**config.mk**
```make
export PLATFORM = sky130hd
export DESIGN_NAME = sorted_list_insert_remove_top_flat
export DESIGN_NICKNAME = d
export VERILOG_FILES = /design/src/hw/rtl/slri_pkg.sv /design/src/hw/rtl/slri_req_if.sv /design/src/hw/rtl/slri_rsp_if.sv /design/src/hw/rtl/slri_cell.sv /design/src/hw/rtl/sorted_list_insert_remove_top.sv /design/src/flat_wrapper.sv
export SDC_FILE = /design/constraint.sdc
export NUM_CORES = 2
export LEC_CHECK = 0
export BUFFER_PORTS_ARGS = -buffer_cell sky130_fd_sc_hd__buf_2
export CAP_MARGIN = 30
export CORE_MARGIN = 2
export CORE_UTILIZATION = 40
export DETAILED_ROUTE_END_ITERATION = 8
export HOLD_SLACK_MARGIN = 0.06
export PLACE_DENSITY = 0.54
export SYNTH_ARGS = -nofsm -noshare
export SYNTH_HDL_FRONTEND = slang
export SYNTH_HIERARCHICAL = 1
export SYNTH_SLANG_ARGS = --single-unit
```
**constraint.sdc**
```tcl
create_clock -name clk_i -period 16.65 [get_ports clk_i]
set_clock_uncertainty 0.1 [all_clocks]
set_input_delay 3.33 -clock clk_i [delete_from_list [all_inputs] [get_ports clk_i]]
set_output_delay 3.33 -clock clk_i [all_outputs]
set_load 0.005 [all_outputs]
```
**src/hw/rtl/slri_pkg.sv**
```systemverilog
// Shared types and constants for the sorted insert/remove store.
// Used by the channel interfaces, the storage cell and the top level.
package slri_pkg;

  localparam int unsigned CAPACITY = 32;
  localparam int unsigned VALUE_W  = 32;
  localparam int unsigned COUNT_W  = 6;
  localparam int unsigned CNT_W    = $clog2(CAPACITY + 1);

  typedef enum logic {
    MODE_INSERT = 1'b0,
    MODE_REMOVE = 1'b1
  } mode_e;

  // Broadcast command seen by every cell in the row.
  typedef struct packed {
    logic                       ins_en;
    logic                       rm_en;
    logic                       rm_hit;
    logic signed [VALUE_W-1:0]  value;
  } cmd_t;

  // What a cell shows to its neighbors.
  typedef struct packed {
    logic signed [VALUE_W-1:0]  value;
    logic                       valid;
    logic                       ge_ins;
  } link_t;

endpackage

```
**src/hw/rtl/slri_req_if.sv**
```systemverilog
// Request channel: valid/ready handshake with mode and value payload.
// Depends on slri_pkg.
interface slri_req_if;
  logic                               valid;
  logic                               ready;
  slri_pkg::mode_e                    mode;
  logic signed [slri_pkg::VALUE_W-1:0] value;

  modport source (output valid, output mode, output value, input ready);
  modport sink   (input valid, input mode, input value, output ready);
endinterface

```
**src/hw/rtl/slri_rsp_if.sv**
```systemverilog
// Response channel: valid/ready handshake with found, full_reject, count.
// Depends on slri_pkg.
interface slri_rsp_if;
  logic                           valid;
  logic                           ready;
  logic                           found;
  logic                           full_reject;
  logic [slri_pkg::COUNT_W-1:0]   count;

  modport source (output valid, output found, output full_reject, output count, input ready);
  modport sink   (input valid, input found, input full_reject, input count, output ready);
endinterface

```
**src/hw/rtl/slri_cell.sv**
```systemverilog
// One slot of the sorted row: holds a value and its valid bit.
// Depends on slri_pkg for the command and neighbor link types.
module slri_cell (
  input  logic                 clk_i,
  input  logic                 rst_ni,
  input  slri_pkg::cmd_t       cmd_i,
  input  slri_pkg::link_t      left_i,
  input  slri_pkg::link_t      right_i,
  output slri_pkg::link_t      self_o,
  output logic                 eq_o
);

  logic signed [slri_pkg::VALUE_W-1:0] value_q, value_d;
  logic                                valid_q, valid_d;
  logic                                gt, ge_rm;

  always_comb begin
    gt    = valid_q && (value_q > cmd_i.value);
    ge_rm = valid_q && (value_q >= cmd_i.value);
    eq_o  = valid_q && (value_q == cmd_i.value);

    self_o.value  = value_q;
    self_o.valid  = valid_q;
    self_o.ge_ins = gt || !valid_q;

    value_d = value_q;
    valid_d = valid_q;
    if (cmd_i.ins_en && self_o.ge_ins) begin
      if (left_i.ge_ins) begin
        // shift right: take the left neighbor
        value_d = left_i.value;
        valid_d = left_i.valid;
      end else begin
        // insertion point
        value_d = cmd_i.value;
        valid_d = 1'b1;
      end
    end else if (cmd_i.rm_en && cmd_i.rm_hit && ge_rm) begin
      // close the gap: take the right neighbor
      value_d = right_i.value;
      valid_d = right_i.valid;
    end
  end

  always_ff @(posedge clk_i or negedge rst_ni) begin
    if (!rst_ni) begin
      valid_q <= 1'b0;
    end else begin
      valid_q <= valid_d;
    end
  end

  always_ff @(posedge clk_i) begin
    value_q <= value_d;
  end

endmodule

```
**src/hw/rtl/sorted_list_insert_remove_top.sv**
```systemverilog
// Top level of the sorted insert/remove store: a row of slri_cell slots,
// the entry counter and the response register. Depends on slri_pkg,
// slri_req_if, slri_rsp_if and slri_cell.
//
//   channel  | dir | payload                      | transfer when
//   ---------+-----+------------------------------+-----------------------
//   req_i    | in  | mode, value                  | req_i.valid & ready
//   rsp_o    | out | found, full_reject, count    | rsp_o.valid & ready
//
// On each request the value is broadcast to all CAPACITY cells, each compares
// it with its own entry, and the row shifts one place right (insert, unless
// full) or left (remove that finds the value) at the edge that takes the
// request. One response per request appears in the cycle after the transfer.
// Reset empties the store by clearing the valid bits and the counter.
// A new request is taken while the response register is empty or drains in
// the same cycle; a stalled response holds the request side.
module sorted_list_insert_remove_top (
  input  logic         clk_i,
  input  logic         rst_ni,
  slri_req_if.sink     req_i,
  slri_rsp_if.source   rsp_o
);

  localparam int unsigned N = slri_pkg::CAPACITY;

  slri_pkg::cmd_t                   cmd;
  slri_pkg::link_t                  links   [N];
  slri_pkg::link_t                  left_in [N];
  slri_pkg::link_t                  right_in[N];
  logic            [N-1:0]          eq_vec;
  logic            [N-1:0]          valid_vec;

  logic                             req_xfer;
  logic                             full;
  logic                             hit;
  logic [slri_pkg::CNT_W-1:0]       count_q, count_d;

  logic                             rsp_valid_q, rsp_valid_d;
  logic                             found_q, found_d;
  logic                             reject_q, reject_d;
  logic [slri_pkg::COUNT_W-1:0]     rsp_count_q, rsp_count_d;

  // Take a request whenever the response slot is free or being drained.
  assign req_i.ready = !rsp_valid_q || rsp_o.ready;
  assign req_xfer    = req_i.valid && req_i.ready;

  assign full = (count_q == slri_pkg::CNT_W'(N));
  assign hit  = |eq_vec;

  always_comb begin
    cmd.value  = req_i.value;
    cmd.ins_en = req_xfer && (req_i.mode == slri_pkg::MODE_INSERT) && !full;
    cmd.rm_en  = req_xfer && (req_i.mode == slri_pkg::MODE_REMOVE);
    cmd.rm_hit = hit;
  end

  // Wire the row: cell 0 has no left neighbor, the last cell no right one.
  for (genvar i = 0; i < N; i++) begin : g_row
    if (i == 0) begin : g_first
      assign left_in[i] = '{value: '0, valid: 1'b0, ge_ins: 1'b0};
    end else begin : g_mid_l
      assign left_in[i] = links[i-1];
    end
    if (i == N - 1) begin : g_last
      assign right_in[i] = '{value: '0, valid: 1'b0, ge_ins: 1'b0};
    end else begin : g_mid_r
      assign right_in[i] = links[i+1];
    end

    slri_cell u_cell (
      .clk_i   (clk_i),
      .rst_ni  (rst_ni),
      .cmd_i   (cmd),
      .left_i  (left_in[i]),
      .right_i (right_in[i]),
      .self_o  (links[i]),
      .eq_o    (eq_vec[i])
    );

    assign valid_vec[i] = links[i].valid;
  end

  // Advance the counter and load the response.
  always_comb begin
    count_d     = count_q;
    rsp_valid_d = rsp_valid_q && !rsp_o.ready;
    found_d     = found_q;
    reject_d    = reject_q;
    if (cmd.ins_en) begin
      count_d = count_q + slri_pkg::CNT_W'(1);
    end else if (cmd.rm_en && hit) begin
      count_d = count_q - slri_pkg::CNT_W'(1);
    end
    rsp_count_d = rsp_count_q;
    if (req_xfer) begin
      rsp_valid_d = 1'b1;
      found_d     = cmd.rm_en && hit;
      reject_d    = (req_i.mode == slri_pkg::MODE_INSERT) && full;
      rsp_count_d = slri_pkg::COUNT_W'(count_d);
    end
  end

  always_ff @(posedge clk_i or negedge rst_ni) begin
    if (!rst_ni) begin
      count_q     <= '0;
      rsp_valid_q <= 1'b0;
    end else begin
      count_q     <= count_d;
      rsp_valid_q <= rsp_valid_d;
    end
  end

  always_ff @(posedge clk_i) begin
    found_q     <= found_d;
    reject_q    <= reject_d;
    rsp_count_q <= rsp_count_d;
  end

  assign rsp_o.valid       = rsp_valid_q;
  assign rsp_o.found       = found_q;
  assign rsp_o.full_reject = reject_q;
  assign rsp_o.count       = rsp_count_q;

  // Valid cells always form a prefix whose length is the counter.
  a_count_matches_cells: assert property (@(posedge clk_i) disable iff (!rst_ni)
    $countones(valid_vec) == int'(count_q))
    else $error("cell valid bits disagree with entry count");

  a_count_bound: assert property (@(posedge clk_i) disable iff (!rst_ni)
    count_q <= slri_pkg::CNT_W'(N))
    else $error("entry count above capacity");

  // A refused insert leaves the count alone.
  a_reject_holds: assert property (@(posedge clk_i) disable iff (!rst_ni)
    (req_xfer && req_i.mode == slri_pkg::MODE_INSERT && full) |=> (count_q == $past(count_q)))
    else $error("refused insert changed the count");

  a_flags_exclusive: assert property (@(posedge clk_i) disable iff (!rst_ni)
    rsp_valid_q |-> !(found_q && reject_q))
    else $error("found and full_reject both set");

endmodule
```
**src/flat_wrapper.sv**
```systemverilog
// flat-port wrapper written by rule: the top's interface ports become plain ports
module sorted_list_insert_remove_top_flat 
  (clk_i, rst_ni, req_i_valid, req_i_mode, req_i_value, req_i_ready, rsp_o_valid, rsp_o_found, rsp_o_full_reject, rsp_o_count, rsp_o_ready);
  slri_req_if req_i_i ();
  slri_rsp_if rsp_o_i ();
  input  logic clk_i;
  input  logic rst_ni;
  input wire logic [$bits(req_i_i.valid)-1:0] req_i_valid;
  input wire logic [$bits(req_i_i.mode)-1:0] req_i_mode;
  input wire logic [$bits(req_i_i.value)-1:0] req_i_value;
  output wire logic [$bits(req_i_i.ready)-1:0] req_i_ready;
  output wire logic [$bits(rsp_o_i.valid)-1:0] rsp_o_valid;
  output wire logic [$bits(rsp_o_i.found)-1:0] rsp_o_found;
  output wire logic [$bits(rsp_o_i.full_reject)-1:0] rsp_o_full_reject;
  output wire logic [$bits(rsp_o_i.count)-1:0] rsp_o_count;
  input wire logic [$bits(rsp_o_i.ready)-1:0] rsp_o_ready;
  assign req_i_i.valid = req_i_valid;
  assign req_i_i.mode = req_i_mode;
  assign req_i_i.value = req_i_value;
  assign req_i_ready = req_i_i.ready;
  assign rsp_o_valid = rsp_o_i.valid;
  assign rsp_o_found = rsp_o_i.found;
  assign rsp_o_full_reject = rsp_o_i.full_reject;
  assign rsp_o_count = rsp_o_i.count;
  assign rsp_o_i.ready = rsp_o_ready;
  sorted_list_insert_remove_top u_core (.clk_i(clk_i), .rst_ni(rst_ni), .req_i(req_i_i), .rsp_o(rsp_o_i));
endmodule
```
==> impl_results.md <==
- Detailed Routing Iterations Pass 1: 6
- WP data arrival: 9.53 ns
- Slew HR: 28.0%
- Max cap viols: 0
- Setup Buffers After CTS: 0
- CP max stage delay: 0.88 ns
- Comb power frac: between 40% and 50%
- Avg WL per Cell: approximately 25 µm
- Worst path slowest cell: nor4_1
- Largest net degree at the start of global routing: 65
- Highest clock rate: 109 MHz
- # rows: 174
- All-layer global routing usage: roughly 25%
- IO Pins: 47
- DR vias/cell: 5.73
- Seq. cell area: 32000 µm²
- Crit path required time: 17.01 ns
- Setup WS pre-CTS: 7.02 ns
- Final wirelength: 293 mm
- Mean Syn Cell Area: 10.2 µm²
- Clock share of power: 25.0%
- Most frequent CP cell: buf_4
- CP Capture Type: flop
- Final hold slack: 0.423 ns
- Post-layout min period: 9.17 ns
- TritonCTS clock tree: built
- Synth Cell Area: ~90000 µm²
- Final core occ: 43.5%
- CTS Hold Buffers Added: 0
- Post-route cell area: 97600 µm²
- Clk root buf: clkbuf_16
- DRC: 0
- Initial antenna violation count: 4
- Total gr overflow: 0
- Vias in the first global route: 68.7k
- Skew-Pair Late Insertion Delay: 0.81 ns
- Drt initial violations: 5956
- Outcome: complete, no violations
- Multi-input gate area: 52200 µm²
- Final HPWL DP: 210 mm
- IO Port Bufs: 46
- # clock sinks: roughly 1.1k
- RSZ-0062 raised after global routing: no
- Synthesized instance count: slightly below 9k
- Actual slew at the worst max-slew pin: 1.08 ns
- Reg clk slew, reported paths: 0.06 ns
- Share of cells above drive strength 1: 17.0%
- Net Switching: 4.72 mW
- Min-delay worst type: reg -> reg
- Post-route setup slack: ~7.5 ns
- Placed Area: 93000 µm²
- Internal power: about 7.7 mW
- # setup viols final: 0
- Total Power: 12.4 mW
- First-pass GRT wire length: 434 mm
- Area grow syn2layout: 8.31%
- YS warnings: 6
- TritonCTS buffer count: 140
- Max FO, Critical Path: 39
- Final Hold Fails: 0
- H-tree depth: 4
- Power per standard cell area: about 130 nW/µm²
- VDD IR max: 99.1 µV
- Via count: about 68k
- Die Span Y: 479 µm
- Post-CTS resize count: 0
- Placed cell count: ~12k
- Core area: 224000 µm²
- Die area: 229000 µm²
- Crit Path Category: in -> reg
- Max clock buf depth: 3
- Critical-path cell list: buf_2, buf_4, inv_1, ha_1, nand4_1, nor4_1, and3_1, nor4_1, buf_2, nand4_1, or2_4, buf_4, nand3_1, or3b_1, nand3_1, buf_4
- Crit share post-route: ~55%
- Setup crit start kind: input pin
- Initial Util: 40.2%
- Antenna Nets Post-Route: 0
- Placer Congestion: between 0.9 and 1
- Leakage Power: about 44 nW
- Layout Cells excl Fill: approximately 12k
- Die span in x: 479 µm
- Fin Setup TNS: 0 ns
- Seq pwr share: 34.8%
- Switching part of the total: 38.2%
- Slew Viols, Final: 0
- FILL cells: 21.3k
- Net total in the final layout: between 9k and 10k
[metal layers]
| layer | GRT usage, % | part of all wire (%) |
|---|---|---|
| met1 | 32.3 | 43 |
| met2 | 41.7 | 47 |
| met3 | 3.15 | 5.7 |
| met4 | 10.0 | 4.3 |
| met5 | 0 | 0 |
[final cells by class]
cell class	instances	area share, %
Multi-Input combinational cell	6384	53.4
Sequential cell	1071	32.7
Inverter	1094	4.21
Clock buffer	188	3.99
Tap cell	2992	3.83
Timing Repair Buffer	154	1.07
Clock inverter	68	0.719
Antenna cell	1	0.00256
[final timing paths]
kind / from / cells after the start / slack [ns] / endpoint
min in group asynchronous: rst_ni / 1 / 2.37 / u_core/g_row[30].u_cell/valid_q$_DFFE_PN0P_
setup reg to reg: u_core/g_row[0].u_cell/value_q[14]$_DFFE_PP_ / 13 / 10.71 / u_core/g_row[28].u_cell/value_q[5]$_DFFE_PP_
hold reg to reg: u_core/count_q[5]$_DFF_PN0_ / 1 / 0.42 / u_core/count_q[5]$_DFF_PN0_
setup / recovery: req_i_value[11] / 16 / 7.48 / u_core/g_row[28].u_cell/value_q[5]$_DFFE_PP_
hold / removal: u_core/count_q[5]$_DFF_PN0_ / 1 / 0.42 / u_core/count_q[5]$_DFF_PN0_
max in group asynchronous: rst_ni / 2 / 13.00 / u_core/g_row[9].u_cell/valid_q$_DFFE_PN0P_
[flip-flops by register name (all words and copies together) (netlist names)]
| name | flops |
|---|---|
| u_core/rsp_o.valid | 1 |
| u_core/rsp_o.found | 1 |
| u_core/g_row.u_cell/valid_q | 32 |
| u_core/g_row.u_cell/value_q | 1024 |
| u_core/rsp_o.full_reject | 1 |
| u_core/rsp_o.count | 6 |
| u_core/count_q | 6 |
[cells in the final DEF, fill, tap and decap left out, drive strengths merged, types with 33 or more instances in the layout]
cell type  count
o211ai        64
nand4        258
dfrtp         39
conb          67
a21oi        418
a21o          63
o21ai       1090
nand2       1283
nor2         129
a22oi         64
ha          1027
and3          67
clkbuf       188
nor3          66
edfxtp      1032
buf          154
clkinv        45
nor2b         33
inv         1101
nor4         106
mux2        1057
nand2b        35
nand3        163
[worst max-delay path, delay by kind of cell]
family,cells,cell delay (ns)
buffers and inverters,6,2.20
adders and majority gates,1,0.38
and+or+nand+nor,9,3.44
[power groups by stage]
stage	clock [mW]	sequential (mW)	combinational, mW
final	3.10	4.31	4.97
after global routing	3.25	4.34	5.46
after CTS	3.16	4.30	4.94
after detailed placement	0	4.34	4.92
after global placement	0	4.34	4.80
after floorplan	0	4.01	3.88
Note: power is estimated with default switching activity, not from simulation.
